## src/rtl/imm_pkg.sv

```systemverilog
`timescale 1ns / 1ps
// Shared types, constants and width helpers for the int8 matrix-multiply accumulator.
package imm_pkg;

    localparam int MAX_COLS_DEF  = 16;
    localparam int MAX_DEPTH_DEF = 256;
    localparam int QUEUE_DEPTH   = 4;

    localparam int CFG_IDX_W   = 2;
    localparam int CFG_DATA_W  = 16;
    localparam int COL_REG_W   = 5;
    localparam int DEPTH_REG_W = 9;
    localparam int ROW_REG_W   = 16;

    localparam logic [COL_REG_W-1:0]   COL_COUNT_RST   = 5'd16;
    localparam logic [DEPTH_REG_W-1:0] INNER_DEPTH_RST = 9'd256;
    localparam logic [ROW_REG_W-1:0]   ROW_COUNT_RST   = 16'd1;

    typedef enum logic [CFG_IDX_W-1:0] {
        CFG_COL_COUNT   = 2'd0,
        CFG_INNER_DEPTH = 2'd1,
        CFG_ROW_COUNT   = 2'd2
    } cfg_idx_e;

    typedef enum logic {
        OP_WEIGHT = 1'b0,
        OP_ACT    = 1'b1
    } op_e;

    typedef struct packed {
        logic              func;
        logic signed [7:0] value;
    } in_t;

    typedef struct packed {
        logic signed [31:0] sum_out;
        logic               row_last;
        logic               matrix_last;
    } out_t;

    // Classified item handed from front to back.
    typedef struct packed {
        op_e               op;
        logic              first;
        logic              last;
        logic              mat_last;
        logic signed [7:0] value;
    } imm_ctl_t;

    // Bits needed to index n things, never less than one.
    function automatic int wid(input int n);
        return (n > 1) ? $clog2(n) : 1;
    endfunction

    // Flat weight address width: bank bits plus row bits.
    function automatic int addr_w(input int mc, input int md);
        int nbank;
        nbank = 2 ** wid(mc);
        return wid(mc) + wid((mc * md + nbank - 1) >> wid(mc));
    endfunction

endpackage

```

## src/rtl/imm_fifo.sv

```systemverilog
`timescale 1ns / 1ps
// Small register FIFO between the front and back ends.
module imm_fifo #(
    parameter int DATA_W = 8,
    parameter int DEPTH  = imm_pkg::QUEUE_DEPTH
) (
    input  logic              aclk,
    input  logic              aresetn,
    input  logic              wr_valid,
    output logic              wr_ready,
    input  logic [DATA_W-1:0] wr_data,
    output logic              rd_valid,
    input  logic              rd_ready,
    output logic [DATA_W-1:0] rd_data
);
    import imm_pkg::*;

    localparam int PTR_W = wid(DEPTH);
    localparam int CNT_W = wid(DEPTH + 1);

    logic [DATA_W-1:0] slot_reg [DEPTH];
    logic [PTR_W-1:0]  wr_ptr_reg, rd_ptr_reg;
    logic [CNT_W-1:0]  count_reg;
    logic              do_wr, do_rd;

    assign wr_ready = (count_reg != CNT_W'(DEPTH));
    assign rd_valid = (count_reg != '0);
    assign rd_data  = slot_reg[rd_ptr_reg];
    assign do_wr    = wr_valid && wr_ready;
    assign do_rd    = rd_valid && rd_ready;

    always_ff @(posedge aclk) begin
        if (!aresetn) begin
            wr_ptr_reg <= '0;
            rd_ptr_reg <= '0;
            count_reg  <= '0;
        end else begin
            if (do_wr) begin
                slot_reg[wr_ptr_reg] <= wr_data;
                wr_ptr_reg <= (wr_ptr_reg == PTR_W'(DEPTH - 1)) ? '0 : wr_ptr_reg + PTR_W'(1);
            end
            if (do_rd) begin
                rd_ptr_reg <= (rd_ptr_reg == PTR_W'(DEPTH - 1)) ? '0 : rd_ptr_reg + PTR_W'(1);
            end
            if (do_wr && !do_rd) begin
                count_reg <= count_reg + CNT_W'(1);
            end else if (do_rd && !do_wr) begin
                count_reg <= count_reg - CNT_W'(1);
            end
        end
    end

endmodule

```

## config.mk

```make
export PLATFORM = sky130hd
export DESIGN_NAME = imm_fifo
export DESIGN_NICKNAME = d
export VERILOG_FILES = /design/src/rtl/imm_pkg.sv /design/src/rtl/imm_fifo.sv
export SDC_FILE = /design/constraint.sdc
export NUM_CORES = 1
export LEC_CHECK = 0
export BUFFER_PORTS_ARGS = -buffer_cell sky130_fd_sc_hd__clkbuf_2
export CAP_MARGIN = 0
export CELL_PAD_IN_SITES_DETAIL_PLACEMENT = 0
export CELL_PAD_IN_SITES_GLOBAL_PLACEMENT = 1
export CORE_MARGIN = 8
export CORE_UTILIZATION = 50
export CTS_BUF_LIST = sky130_fd_sc_hd__clkbuf_8
export CTS_CLUSTER_SIZE = 25
export DETAILED_ROUTE_END_ITERATION = 10
export PLACE_DENSITY_LB_ADDON = 0.1
export SYNTH_ARGS = -nofsm -noshare
export SYNTH_HDL_FRONTEND = slang
export SYNTH_SLANG_ARGS = --single-unit
```

## constraint.sdc

```tcl
create_clock -name aclk -period 3.3 [get_ports aclk]
set_clock_uncertainty 0.1 [all_clocks]
set_input_delay 0.66 -clock aclk [delete_from_list [all_inputs] [get_ports aclk]]
set_output_delay 0.66 -clock aclk [all_outputs]
set_load 0.05 [all_outputs]
```

# Yosys cells after proc, flatten, opt, wreduce, memory -nomap -nowiden
# Memories as Yosys holds them, arrays and structs flattened. A register that Yosys moved wholly into a read port is not among the register bits.
# Index checks and enable logic that the tools add are counted.
# Widths: inputs -> output; s select.
[totals]
register_bits = 7
mem_bits_rw = 32
memories = 1
elab_cells = 28
[memory_table]
columns = ["memory", "words", "word_bits", "rd", "rd_clocked_by_memory_dff", "wr", "line_no", "text"]
rows = [
  ["slot_reg", 4, 8, 1, 1, 1, "imm_fifo.sv:21", "logic [DATA_W-1:0] slot_reg [DEPTH];"],
]
[op_classes]
reduce_logical = 8
n_addsub = 4
mux = 9
n_eq_ne = 3
[ops]
columns = ["cell", "n"]
rows = [
  ["$mux 2", 4],
  ["$mux 3", 2],
  ["$add 2x1->2 const B", 2],
  ["$eq 2x2->1 const B", 2],
  ["$logic_and 1x1->1", 4],
  ["$add 3x1->3 const B", 1],
  ["$mux 1", 3],
  ["$ne 3x3->1 const B", 1],
  ["$reduce_bool 3->1", 1],
  ["$sub 3x1->3 const B", 1],
  ["$logic_not 1->1", 2],
  ["$reduce_bool 2->1", 1],
]

# Longest topological paths before layout
[depth]
depth_word = 6
mapped_depth = 9

# Worst setup path after synthesis
# OpenSTA, ideal clock, no wires.
[synth_timing]
path_kind = "register to register"
startpoint = "register count_reg[0]"
endpoint = "register count_reg[2]"
stages_incl_launch_ff = 10
path_buffers = 1
synth_period_minus_slack_ps = 2372
setup_ps = 76
required_ps = 3124
arrival_ps = 2197
slack_ps = 928
cell_sequence = "dfxtp_1 or3b_4 and2_4 buf_6 ha_1 inv_1 fa_1 xor2_1 or3_2 a21boi_0"
[synth_between]
elab_chain_cells = 5
[synth_rtl]
columns = ["item", "line_no", "text"]
rows = [
  ["start: declaration", "imm_fifo.sv:23", "logic [CNT_W-1:0] count_reg;"],
  ["start signal: assignment", "imm_fifo.sv:46", "count_reg <= count_reg + CNT_W'(1);"],
  ["start signal: assignment", "imm_fifo.sv:48", "count_reg <= count_reg - CNT_W'(1);"],
  ["$ne 3x3->1 (*)", "imm_fifo.sv:26", "assign wr_ready = (count_reg != CNT_W'(DEPTH));"],
  ["via wr_ready", "imm_fifo.sv:10", "output logic wr_ready,"],
  ["$logic_and 1x1->1 (*)", "imm_fifo.sv:29", "assign do_wr = wr_valid && wr_ready;"],
  ["via do_wr", "imm_fifo.sv:24", "logic do_wr, do_rd;"],
  ["$logic_not 1->1", "imm_fifo.sv:47", "end else if (do_rd && !do_wr) begin"],
  ["$logic_and 1x1->1", "imm_fifo.sv:47", ""],
  ["$reduce_bool 2->1 (no source line)", "-", ""],
]
# Mark *: on every way through the listed nets, which the timed path passes. The rest lies on a longest branch. The select of a mux whose other input is x is not followed.
# A chain may end at the register's enable or synchronous reset.

==> run_results.csv <==
group,metric,value,unit
drt,ant_nets,0,
cells_and_area,nFillCells,240,
floorplanning,num_rows,20,
min_path,min_from,"wr_ptr_reg[1]$_SDFFE_PN0P_",
grt,grt_pass1_wl,4.222,mm
min_path,hold_depth,2,
sta,drv_slew,0,
yosys,yosysTopAreaCell,"edfxtp_1",
clock_network,clock_path_buffers,2,
worst_setup_path,worst-path-max-fanout,8,
run,cap_viol_max_count,0,
power,finalPower,1.561,mW
yosys,netlist_top_cells_area,"edfxtp_1 59%, dfxtp_1 11%, mux4_2 11%",
worst_setup_path,cp_slowest_cell,"dfxtp_1",
floorplanning,start_util,53.25,%
worst_setup_path,cp_cell_sequence,"mux4_2 > clkbuf_2",
min_path,holdCritPathClass,"reg -> reg",
drt,wire_per_inst,16.20,um
sta,setup_violations,0,
clock_network,cts_tree,"done",
power,leakage,0.6977,nW
grt,grt_max_degree,15,
worst_setup_path,path_class,"reg -> out",
clock_network,clk_latency,0.29,ns
sta,tightestPinTransition,0.5528,ns
cells_and_area,drive_above_1_share,35.04,%
worst_setup_path,worstReg2RegStart,"count_reg[1]$_SDFFE_PN0P_",
floorplanning,die_h,73.26,um
worst_setup_path,path_delay_family,"flip-flops",
yosys,synth_cells,92,
clock_network,numCtsBuffers,5,
cells_and_area,largest_reg_flops,32,
yosys,synthesis.nets,111,
yosys,synth-seq-cells,41,
floorplanning,core,3078,um^2
clock_network,clkSinkCount,41,
power,peakVddDrop,0.6194,mV
yosys,ys_seq_area_share,69.62,%
drt,drt_iter0_drc,52,
cells_and_area,antenna_cells_inserted,0,
grt,overflow,0,
drt,viasPerCell,5.025,
worst_setup_path,r2r-end,"count_reg[2]$_SDFFE_PN0P_",
clock_network,cts_setup_buffers,0,
yosys,yosysUniqueCellTypes,28,
worst_setup_path,end_kind,"output pin",
sta,hold_viol,0,
floorplanning,ioPinCount,22,
clock_network,cts_root_buf,"clkbuf_8",
worst_setup_path,reg2reg_slack,0.82,ns
placement,gp_congestion,0.7057,
cells_and_area,synthToLayoutAreaGrowth,15.65,%
sta,fin_crit_sh,77.71,%
drt,dr.pass1.iters,4,
grt,grtUsageTotal,10.86,%
sta,timing.setup.tns,0,ns
power,powerDensity,823.3,nW/um^2
drt,drc,0,
cells_and_area,stdcell_area,1896,um^2
cells_and_area,nets,135,
worst_setup_path,worstPathRequired,2.54,ns
yosys,avgSynthCellArea,17.82,um^2
sta,max_freq,390.0,MHz
drt,wirelength,2.609,mm
grt,antenna_found_initial,0,
outcome,status,"completed",
yosys,yosys.area.top_type_share,58.63,%
floorplanning,die_area,5366,um^2
worst_setup_path,critPathArrivalTime,1.80,ns
sta,fin_crit,2.564,ns
worst_setup_path,r2r_cells,7,
placement,place_area,1775,um^2
grt,grt_pass1_vias,860,
clock_network,cts-resized-gates,0,
sta,relSlewSlack,63.10,%
clock_network,hold_buffers,0,
worst_setup_path,crit_path_start_kind,"flop",
sta,rsz0062_at_grt,"false",
worst_setup_path,crit_buf_inv,1,
clock_network,htreeDepth,2,
drt,vias,809,
placement,io_buffers,21,
min_path,hold_end,"wr_ptr_reg[1]$_SDFFE_PN0P_",
worst_setup_path,slowest_delay,0.67,ns
yosys,syn_area,1639,um^2
yosys,yosys_warnings,0,
clock_network,clk_pin_slew_worst_paths,0.08,ns
floorplanning,dieWidth,73.26,um
## cell type report
class | count | area (um^2) | area share, %
Clock buffer | 6 | 82.58 | 4.356
Clock inverter | 2 | 37.54 | 1.980
Inverter | 3 | 11.26 | 0.5941
Multi-Input combinational cell | 44 | 462.9 | 24.42
Sequential cell | 41 | 1141 | 60.20
Tap cell | 44 | 55.05 | 2.904
Timing Repair Buffer | 21 | 105.1 | 5.545
## report_power, final
| group | internal, mW | leakage, nW | switching [mW] |
|---|---|---|---|
| combinational | 0.177 | 0.276 | 0.292 |
| sequential | 0.614 | 0.364 | 0.0632 |
| clock | 0.246 | 0.0574 | 0.169 |
## worst max-delay path by stage
stage,from,endpoint,slack [ns],depth (start not counted)
floorplan,count_reg[0]$_SDFFE_PN0P_,count_reg[2]$_SDFFE_PN0P_,0.93,9
global placement,rd_ready,count_reg[2]$_SDFFE_PN0P_,0.87,8
detailed placement,rd_ready,count_reg[2]$_SDFFE_PN0P_,0.79,8
CTS,flop,rd_data[0],0.68,2
global route,flop,rd_data[6],0.59,2
finish,flop,rd_data[0],0.74,2
## synthesized netlist by cell type, drive strengths merged
master / count
or3: 3
nand2: 5
mux4: 8
nand3: 1
nor2b: 1
or3b: 1
nor2: 1
edfxtp: 32
and2: 2
buf: 3
dfxtp: 9
o31ai: 1
o21ai: 3
inv: 3
mux2i: 2
nand4: 1
xnor2: 1
a21boi: 2
clkbuf: 1
and3: 4
xor2: 1
ha: 6
fa: 1
## worst reg2reg max path, stage by stage, from the launching register on
cell and delay (ns):
dfxtp_1 0.37, o31ai_1 0.50, ha_1 0.28, inv_1 0.06, fa_1 0.37, xor2_1 0.15, or3_2 0.40, a21boi_0 0.16
## layout by cell type, fill, tap and decap left out, types with 2 or more instances in the layout
| cell | count |
|---|---|
| inv_1 | 3 |
| clkbuf_2 | 21 |
| dfxtp_1 | 9 |
| or3_2 | 2 |
| o21ai_0 | 2 |
| and3_1 | 4 |
| nand2_1 | 5 |
| clkbuf_8 | 6 |
| a21boi_0 | 2 |
| edfxtp_1 | 32 |
| mux4_2 | 8 |
| ha_1 | 6 |
| mux2i_1 | 2 |
## per-stage QoR
stage / hold slack, ns / util [%] / instances / worst slack, ns
global route: 0.4443 / 61.59 / 161 / 0.5946
finish: 0.3999 / 61.59 / 161 / 0.7356
CTS: 0.4058 / 61.59 / 161 / 0.6780
floorplan: 0.3677 / - / 92 / 0.9275
global placement: 0.3906 / 57.68 / 153 / 0.8713
detailed placement: 0.3918 / 57.68 / 153 / 0.7866
## logic make-up after synthesis
group,share of synthesized area [%]
flip-flops,69.62
AND/OR/NAND/NOR,6.870
multiplexers,12.21
buffers and inverters,2.137
adder cells (fa/ha/maj),5.801
AO/OA/AOI/OAI,2.290
XOR/XNOR,1.069
## metal layers
layer	global-route usage [%]	vias up	wire length (um)
li1	-	396	-
met1	12.12	387	1196
met2	17.38	22	1215
met3	4.626	4	155
met4	5.333	0	41
met5	0	-	0
Note: power is estimated with default switching activity, not from simulation.
