**config.mk**
```make
export PLATFORM = sky130hd
export DESIGN_NAME = imm_front
export DESIGN_NICKNAME = d
export VERILOG_FILES = /design/src/rtl/imm_pkg.sv /design/src/rtl/imm_front.sv
export SDC_FILE = /design/constraint.sdc
export NUM_CORES = 1
export LEC_CHECK = 0
export BUFFER_PORTS_ARGS = -buffer_cell sky130_fd_sc_hd__clkbuf_2
export CAP_MARGIN = 0
export CORE_UTILIZATION = 30
export CTS_CLUSTER_DIAMETER = 30
export CTS_CLUSTER_SIZE = 20
export DETAILED_ROUTE_END_ITERATION = 8
export PLACE_DENSITY = 0.54
export SYNTH_ARGS = -nofsm -noshare
export SYNTH_HDL_FRONTEND = slang
export SYNTH_SLANG_ARGS = --single-unit
```
**constraint.sdc**
```tcl
create_clock -name aclk -period 10.9 [get_ports aclk]
set_input_delay 1.635 -clock aclk [delete_from_list [all_inputs] [get_ports aclk]]
set_output_delay 1.635 -clock aclk [all_outputs]
set_load 0.05 [all_outputs]
```
**src/rtl/imm_pkg.sv**
```systemverilog
`timescale 1ns / 1ps
// Shared types, constants and width helpers for the int8 matrix-multiply accumulator.
package imm_pkg;

    localparam int MAX_COLS_DEF  = 16;
    localparam int MAX_DEPTH_DEF = 256;
    localparam int QUEUE_DEPTH   = 4;

    localparam int CFG_IDX_W   = 2;
    localparam int CFG_DATA_W  = 16;
    localparam int COL_REG_W   = 5;
    localparam int DEPTH_REG_W = 9;
    localparam int ROW_REG_W   = 16;

    localparam logic [COL_REG_W-1:0]   COL_COUNT_RST   = 5'd16;
    localparam logic [DEPTH_REG_W-1:0] INNER_DEPTH_RST = 9'd256;
    localparam logic [ROW_REG_W-1:0]   ROW_COUNT_RST   = 16'd1;

    typedef enum logic [CFG_IDX_W-1:0] {
        CFG_COL_COUNT   = 2'd0,
        CFG_INNER_DEPTH = 2'd1,
        CFG_ROW_COUNT   = 2'd2
    } cfg_idx_e;

    typedef enum logic {
        OP_WEIGHT = 1'b0,
        OP_ACT    = 1'b1
    } op_e;

    typedef struct packed {
        logic              func;
        logic signed [7:0] value;
    } in_t;

    typedef struct packed {
        logic signed [31:0] sum_out;
        logic               row_last;
        logic               matrix_last;
    } out_t;

    // Classified item handed from front to back.
    typedef struct packed {
        op_e               op;
        logic              first;
        logic              last;
        logic              mat_last;
        logic signed [7:0] value;
    } imm_ctl_t;

    // Bits needed to index n things, never less than one.
    function automatic int wid(input int n);
        return (n > 1) ? $clog2(n) : 1;
    endfunction

    // Flat weight address width: bank bits plus row bits.
    function automatic int addr_w(input int mc, input int md);
        int nbank;
        nbank = 2 ** wid(mc);
        return wid(mc) + wid((mc * md + nbank - 1) >> wid(mc));
    endfunction

endpackage

```
**src/rtl/imm_front.sv**
```systemverilog
`timescale 1ns / 1ps
// Front end: config registers, input beat classification and position tracking.
module imm_front #(
    parameter int MAX_COLS  = imm_pkg::MAX_COLS_DEF,
    parameter int MAX_DEPTH = imm_pkg::MAX_DEPTH_DEF
) (
    input  logic                                          aclk,
    input  logic                                          aresetn,
    input  logic                                          s_valid,
    output logic                                          s_ready,
    input  imm_pkg::in_t                                  s_data,
    input  logic                                          cfg_valid,
    output logic                                          cfg_ready,
    input  logic [imm_pkg::CFG_IDX_W-1:0]                 cfg_index,
    input  logic [imm_pkg::CFG_DATA_W-1:0]                cfg_data,
    output logic                                          q_valid,
    input  logic                                          q_ready,
    output imm_pkg::imm_ctl_t                             q_ctl,
    output logic [imm_pkg::addr_w(MAX_COLS, MAX_DEPTH)-1:0] q_addr,
    output logic [imm_pkg::wid(MAX_COLS + 1)-1:0]         eff_cols
);
    import imm_pkg::*;

    localparam int COL_W  = wid(MAX_COLS + 1);
    localparam int DCNT_W = wid(MAX_DEPTH + 1);
    localparam int DP_W   = wid(MAX_DEPTH);
    localparam int ADDR_W = addr_w(MAX_COLS, MAX_DEPTH);

    logic [COL_REG_W-1:0]   col_count_reg;
    logic [DEPTH_REG_W-1:0] inner_depth_reg;
    logic [ROW_REG_W-1:0]   row_count_reg;

    logic [COL_W-1:0]     cols;
    logic [DCNT_W-1:0]    depth;
    logic [ROW_REG_W-1:0] rows;
    logic [ADDR_W:0]      total;

    logic [ADDR_W-1:0]    wpos_reg, wpos_next, wcur;
    logic [ADDR_W:0]      winc;
    logic [DP_W-1:0]      dp_reg, dp_next, dcur;
    logic [ROW_REG_W-1:0] row_reg, row_next, rcur;
    logic [ADDR_W-1:0]    base;
    logic                 act, is_last, mat_last, push;

    // Out-of-range register values clamp.
    always_comb begin
        if (col_count_reg == '0) begin
            cols = COL_W'(1);
        end else if (32'(col_count_reg) > MAX_COLS) begin
            cols = COL_W'(MAX_COLS);
        end else begin
            cols = COL_W'(col_count_reg);
        end
        if (inner_depth_reg == '0) begin
            depth = DCNT_W'(1);
        end else if (32'(inner_depth_reg) > MAX_DEPTH) begin
            depth = DCNT_W'(MAX_DEPTH);
        end else begin
            depth = DCNT_W'(inner_depth_reg);
        end
        rows = (row_count_reg == '0) ? ROW_REG_W'(1) : row_count_reg;
    end

    assign total = (ADDR_W + 1)'(cols) * (ADDR_W + 1)'(depth);

    always_comb begin
        act      = (s_data.func == OP_ACT);
        push     = s_valid && q_ready;

        wcur      = ({1'b0, wpos_reg} >= total) ? '0 : wpos_reg;
        winc      = {1'b0, wcur} + (ADDR_W + 1)'(1);
        wpos_next = (winc >= total) ? '0 : winc[ADDR_W-1:0];

        dcur     = (DCNT_W'(dp_reg) >= depth) ? '0 : dp_reg;
        rcur     = (row_reg >= rows) ? '0 : row_reg;
        is_last  = (DCNT_W'(dcur) + DCNT_W'(1) == depth);
        mat_last = (rcur + ROW_REG_W'(1) == rows);
        base     = ADDR_W'(dcur) * ADDR_W'(cols);

        if (is_last) begin
            dp_next  = '0;
            row_next = mat_last ? '0 : rcur + ROW_REG_W'(1);
        end else begin
            dp_next  = dcur + DP_W'(1);
            row_next = rcur;
        end

        q_ctl.op       = act ? OP_ACT : OP_WEIGHT;
        q_ctl.value    = s_data.value;
        q_ctl.first    = act && (dcur == '0);
        q_ctl.last     = act && is_last;
        q_ctl.mat_last = act && mat_last;
        q_addr         = act ? base : wcur;
    end

    always_ff @(posedge aclk) begin
        if (!aresetn) begin
            col_count_reg   <= COL_COUNT_RST;
            inner_depth_reg <= INNER_DEPTH_RST;
            row_count_reg   <= ROW_COUNT_RST;
            wpos_reg        <= '0;
            dp_reg          <= '0;
            row_reg         <= '0;
        end else begin
            if (cfg_valid) begin
                unique case (cfg_index)
                    CFG_COL_COUNT:   col_count_reg   <= cfg_data[COL_REG_W-1:0];
                    CFG_INNER_DEPTH: inner_depth_reg <= cfg_data[DEPTH_REG_W-1:0];
                    CFG_ROW_COUNT:   row_count_reg   <= cfg_data[ROW_REG_W-1:0];
                    default: ;
                endcase
            end
            if (push) begin
                if (act) begin
                    dp_reg  <= dp_next;
                    row_reg <= row_next;
                end else begin
                    wpos_reg <= wpos_next;
                end
            end
        end
    end

    assign s_ready   = q_ready;
    assign q_valid   = s_valid;
    assign cfg_ready = 1'b1;
    assign eff_cols  = cols;

endmodule

```
* Word-level counts from Yosys, hierarchy flattened
Index checks and enable logic that the tools add are counted.
** Word-level totals
- Bits in registers :: 66
- Input bits :: 32
- Output and inout port bits :: 32
- Logic and storage cells :: 51
** Cells by class
- Add/subtract/negate cells :: 4
- Multiply operators :: 2
- $lt $le $gt $ge :: 6
- Equality and inequality tests :: 4
- Muxes and demuxes :: 14
- Bitwise gates (word level) :: 1
- Reductions and logical operators :: 14
** Operators with widths (count)
- two-way mux 16 bit :: 4
- two-way mux 12 bit :: 3
- two-way mux 9 bit :: 2
- adder 16 x 1 -> 16 bit, second input constant :: 1
- == test 16 bit :: 1
- greater-or-equal comparator 16 bit :: 1
- zero test 16 bit :: 1
- two-way mux 8 bit :: 2
- adder 12 x 1 -> 13 bit, second input constant :: 1
- greater-or-equal comparator 12 x 13 -> 1 bit :: 1
- greater-or-equal comparator 13 bit :: 1
- multiplier 5 x 9 -> 13 bit :: 1
- multiplier 8 x 5 -> 12 bit :: 1
- two-way mux 5 bit :: 2
- AND reduction 2 bit :: 5
- adder 8 x 1 -> 9 bit, second input constant :: 1
- == test 9 bit :: 1
- greater-or-equal comparator 8 x 9 -> 1 bit :: 1
- greater-than comparator 9 bit, second input constant :: 1
- zero test 9 bit :: 1
- adder 8 x 1 -> 8 bit, second input constant :: 1
- zero test 8 bit :: 1
- greater-than comparator 5 bit, second input constant :: 1
- zero test 5 bit :: 1
- 6 further kinds :: 9

* Logic depth before layout (Yosys ltp)
- Depth after elaboration :: 9
- Depth in mapped cells :: 39
- Depth with buffers taken out :: 37

* Least setup slack after synthesis
OpenSTA, ideal clock, no wires.
- Kind :: flip-flop to output port
- From :: register col_count_reg[4]
- To :: output port q_addr[8] in the netlist's numbering
- Data arrival time :: 6700 ps
- Required time :: 9265 ps
- Setup slack :: 2565 ps
- Stages on the path, launching flop included :: 23
- Buffers on the path :: 1
- Path through :: dfxtp_1 > inv_1 > nand2_1 > clkinv_1 > nand2b_1 > fa_1 > fa_1 > fa_1 > inv_1 > ha_1 > a21oi_1 > o211ai_1 > nor2_1 > xor2_1 > ha_1 > a2111oi_0 > a21oi_1 > maj3_2 > maj3_2 > nand2_1 > clkbuf_1 > nand2_1 > o21ai_0
** On the way
- Word-level cells in the longest chain between the ends :: 7
- Elaborated cells on any way between the ends :: 9
- Classes of those cells :: mul: 2; order compare: 2; mux: 4; reduce/logical: 1
** Ends and longest elaborated chain
- from (decl) :: RTL line imm_front.sv:29 : logic [COL_REG_W-1:0] col_count_reg;
- from (signal assigned) :: RTL line imm_front.sv:107 : CFG_COL_COUNT: col_count_reg <= cfg_data[COL_REG_W-1:0];
- greater-than comparator 5 bit :: RTL line imm_front.sv:49 : end else if (32'(col_count_reg) > MAX_COLS) begin
- two-way mux 5 bit :: RTL line imm_front.sv:49
- two-way mux 5 bit (*) :: RTL line imm_front.sv:47 : if (col_count_reg == '0) begin
- named net eff_cols, one bit :: RTL line imm_front.sv:20 : output logic [imm_pkg::wid(MAX_COLS + 1)-1:0] eff_cols
- multiplier 5 x 9 -> 13 bit :: RTL line imm_front.sv:64 : assign total = (ADDR_W + 1)'(cols) * (ADDR_W + 1)'(depth);
- greater-or-equal comparator 12 x 13 -> 1 bit :: RTL line imm_front.sv:70 : wcur = ({1'b0, wpos_reg} >= total) ? '0 : wpos_reg;
- two-way mux 12 bit :: RTL line imm_front.sv:70
- two-way mux 12 bit (*) :: RTL line imm_front.sv:93 : q_addr = act ? base : wcur;
- to (decl) :: RTL line imm_front.sv:19 : output logic [imm_pkg::addr_w(MAX_COLS, MAX_DEPTH)-1:0] q_addr,
Mark *: on every way through the listed nets, which the timed path passes. The rest lies on a longest branch.

* Worst setup path after layout
- From :: register col_count_reg[4]
- To :: register wpos_reg[8]
** On the way
- Word-level cells in the longest chain between the ends :: 9
- Elaborated cells on any way between the ends :: 10
- Classes of those cells :: add/sub: 1; mul: 1; order compare: 3; mux: 4; reduce/logical: 1
** Ends and longest elaborated chain
- greater-than comparator 5 bit :: RTL line imm_front.sv:49
- two-way mux 5 bit :: RTL line imm_front.sv:49
- two-way mux 5 bit (*) :: RTL line imm_front.sv:47
- multiplier 5 x 9 -> 13 bit (*) :: RTL line imm_front.sv:64
- greater-or-equal comparator 12 x 13 -> 1 bit :: RTL line imm_front.sv:70
- two-way mux 12 bit :: RTL line imm_front.sv:70
- adder 12 x 1 -> 13 bit :: RTL line imm_front.sv:71 : winc = {1'b0, wcur} + (ADDR_W + 1)'(1);
- greater-or-equal comparator 13 bit :: RTL line imm_front.sv:72 : wpos_next = (winc >= total) ? '0 : winc[ADDR_W-1:0];
- two-way mux 12 bit (*) :: RTL line imm_front.sv:72
- to (signal assigned) :: RTL line imm_front.sv:118 : wpos_reg <= wpos_next;
- to (decl) :: RTL line imm_front.sv:38 : logic [ADDR_W-1:0] wpos_reg, wpos_next, wcur;
Mark *: on every way between the ends. The rest lies on a longest branch, timed or not.
A chain may end at the register's enable or synchronous reset.

==> impl_metrics.csv <==
group,metric,value,unit
global_routing,grt_pass1_wl,36800,um
placed_design,globalplace.congestion,0.924,
cells_and_area,drive_above_1_share,8.49,%
critical_path,start_kind,"flip-flop",
synthesis,syn-num-nets,1225,
critical_path,cpPeakStageDelay,0.90,ns
global_routing,grt_pass1_vias,6865,
critical_path,critical_path.top_delay_family,"adder cells",
synthesis,synth.area.top_cells,"dfxtp_1 17%, ha_1 14%, fa_1 9.3%, nand2_1 6.6%, nor2_1 5.2%",
clock_tree,numCtsBuffers,9,
clock_tree,cts_buffer_depth,2,
global_routing,grt_overflow_total,0,
critical_path,regToRegEndpoint,"wpos_reg[8]",
critical_path,timing.rr.start,"col_count_reg[4]",
synthesis,syn_avg_cell_area,7.49,um^2
timing,hold_viol,0,
synthesis,synth_top_area_share,16.5,%
synthesis,ys_ff_latch,66,
synthesis,yosysWarnings,0,
cells_and_area,syn_to_final_growth,8.64,%
floorplanning,row_count,59,
route,totalWireLength,22600,um
synthesis,synth.largest_area_cell,"dfxtp_1",
floorplanning,ios,64,
clock_tree,ctsHoldBuffers,0,
timing,slew_headroom,21.9,%
route,ant_nets,0,
timing,drv_slew,0,
clock_tree,clk_latency,0.35,ns
floorplanning,fp.dieH,165,um
worst_hold_path,min_path_cells,2,
route,drc,8,
critical_path,crit_fanout,18,
critical_path,path_buf_inv,4,
critical_path,r2r_setup_slack,1.55,ns
synthesis,async_reset_ff_share,0,%
synthesis,ys_seq_area_share,16.5,%
synthesis,synth_edf_count,0,
timing,fin_crit_sh,85.8,%
critical_path,r2r_cells,33,
clock_tree,cts_sinks,66,
route,drt_iter0_drc,482,
route,firstDrtPassIters,7,
timing,tightest_slew,1.17,ns
synthesis,syn_area,7990,um^2
floorplanning,coreArea,26100,um^2
outcome,violations,"DRC",
critical_path,endpoint,"wpos_reg[8]",
critical_path,critPathLaunch,"col_count_reg[4]",
placed_design,port_buffers,46,
timing,setup_viol_count_final,0,
floorplanning,fp.dieW,165,um
clock_tree,cts_setup_buffers,0,
clock_tree,path_clk_slew,0.07,ns
timing,grt_setup_unrepaired,"false",
global_routing,antenna_found_initial,0,
global_routing,grt_max_degree,42,
power_and_ir_drop,ir_worst_vdd,0.0497,mV
critical_path,setup.worst_path.class,"reg2reg",
critical_path,cpMostUsedCell,"nand2_1",
global_routing,track_usage,17.2,%
critical_path,critical_path.slowest_cell,"a2111oi_4",
critical_path,path_depth,33,
cells_and_area,nets,1225,
timing,clock_skew,0.0159,ns
clock_tree,clockRootBuffer,"clkbuf_16",
floorplanning,die-area,27300,um^2
route,wl_per_cell,16.1,um
synthesis,synth_cell_types,77,
floorplanning,start_util,30.6,%
power_and_ir_drop,power_density,75.5,nW/um^2
worst_hold_path,hold_class,"reg2reg",
power_and_ir_drop,p_leak,3.70,nW
placed_design,dp_cells,1391,
timing,max_freq,107,MHz
critical_path,cp.required,11.17,ns
route,vias_per_cell,5.17,
synthesis,synthCells,1067,
cells_and_area,fin_cells,1407,
route,routed-via-count,7278,
timing,final.setup.tns,0,ns
timing,fin_crit,9.35,ns
clock_tree,cts-resized-gates,0,
outcome,status,"complete, but fails checks",
critical_path,endpoint_kind,"flip-flop",
job,cap_violations,0,
cells_and_area,num_antenna_cells,0,
placed_design,dpl.hpwl,18100,um
clock_tree,htreeDepth,3,
clock_tree,cts_tree,"done",
synthesis,synth_ff_type,"dfxtp_1",
critical_path,cp_data_arrival_time,9.62,ns
## final cells by class
cell class / count / area, um^2
tap: 335 / 419
inverter: 97 / 364
clock buffer: 9 / 225
sequential: 66 / 1320
clock inverter: 7 / 77.6
fill: 2837 / 17400
timing repair buffer: 52 / 275
multi-input combinational: 841 / 6000
## stage by stage
stage	hold slack, ns	total power (W)	instance area (um^2)	utilization (%)	worst slack (ns)
floorplan	0.443	0.000335	7990	-	2.57
global placement	0.466	0.000356	8380	32.1	1.94
detailed placement	0.471	0.000357	8380	32.1	1.70
CTS	0.479	0.000662	8680	33.2	1.59
global route	0.501	0.000685	8680	33.2	0.850
finish	0.474	0.000656	8680	33.2	1.55
## cells in the final DEF, fill, tap and decap left out, types with 9 or more instances in the layout
cell       synthesis  routed
and3_1            10      10
and2_1             9       9
nor2_1           111     111
nand2_1          141     141
o21ai_0           55      55
nor3_1            17      17
nor4_1             9       9
a21oi_1           57      57
inv_1             93      93
nor2b_1           12      12
nand2b_1          12      12
fa_1              37      37
clkbuf_16          0       9
xor2_1            20      20
nand3_1           60      60
ha_1              89      89
dfxtp_1           66      66
xnor2_1           29      29
clkbuf_2           0      46
a31oi_1           18      18
mux2i_1           16      16
## worst min-delay path: stages, from the launching register on
cell	delay [ns]
dfxtp_1	0.31
nand2_1	0.05
nand3_1	0.06
## layer usage
layer  routed length (um)  vias up  global-route usage, %
met3                 1010       22                   2.57
met5                    0        -                      0
li1                     -     3686                      -
met1                11100     3399                   23.7
met2                10100      171                   27.6
met4                  398        0                   4.71
## synthesized netlist by cell type (7+ instances only)
cell type / number
inv_1: 93
dfxtp_1: 66
xor2_1: 20
nor2b_1: 12
ha_1: 89
o21ai_0: 55
mux2i_1: 16
nand3_1: 60
nor3_1: 17
nand2_1: 141
o21bai_1: 7
a211oi_1: 7
a22oi_1: 7
and2_1: 9
and3_1: 10
nand4_1: 7
a31oi_1: 18
nor2_1: 111
clkbuf_1: 43
fa_1: 37
a21oi_1: 57
buf_4: 13
a21o_1: 7
xnor2_1: 29
nor4_1: 9
nand2b_1: 12
## report_power, final
group,internal (W),total [W],switching [W],leakage [nW]
clock,0.000179,0.000305,0.000126,0.146
combinational,0.0000333,0.0000985,0.0000652,3.02
sequential,0.000246,0.000253,0.00000726,0.534
## cell families (layout without fill, tap and decap cells)
kind of cell               count (synthesis)  count (layout)  synth area share, %
and+or+nand+nor                          422             422                 25.6
AOI/OAI and AO/OA                        220             220                 17.7
buffers and inverters                    160             165                 8.45
adders and majority gates                129             129                 23.6
DFF                                       66              66                 16.5
xor gates and xnor gates                  50              50                 5.65
muxes                                     19              19                 2.43
other                                      1               1               0.0469
## worst min path at each step
stage,to,start
2_1_floorplan,row_count_reg[0],row_count_reg[0]
3_3_place_gp,row_count_reg[0],row_count_reg[0]
3_5_place_dp,row_count_reg[0],row_count_reg[0]
4_1_cts,row_count_reg[0],row_count_reg[0]
5_1_grt,row_count_reg[0],row_count_reg[0]
6_report,row_count_reg[0],row_count_reg[0]
(Power assumes the default switching activity.)
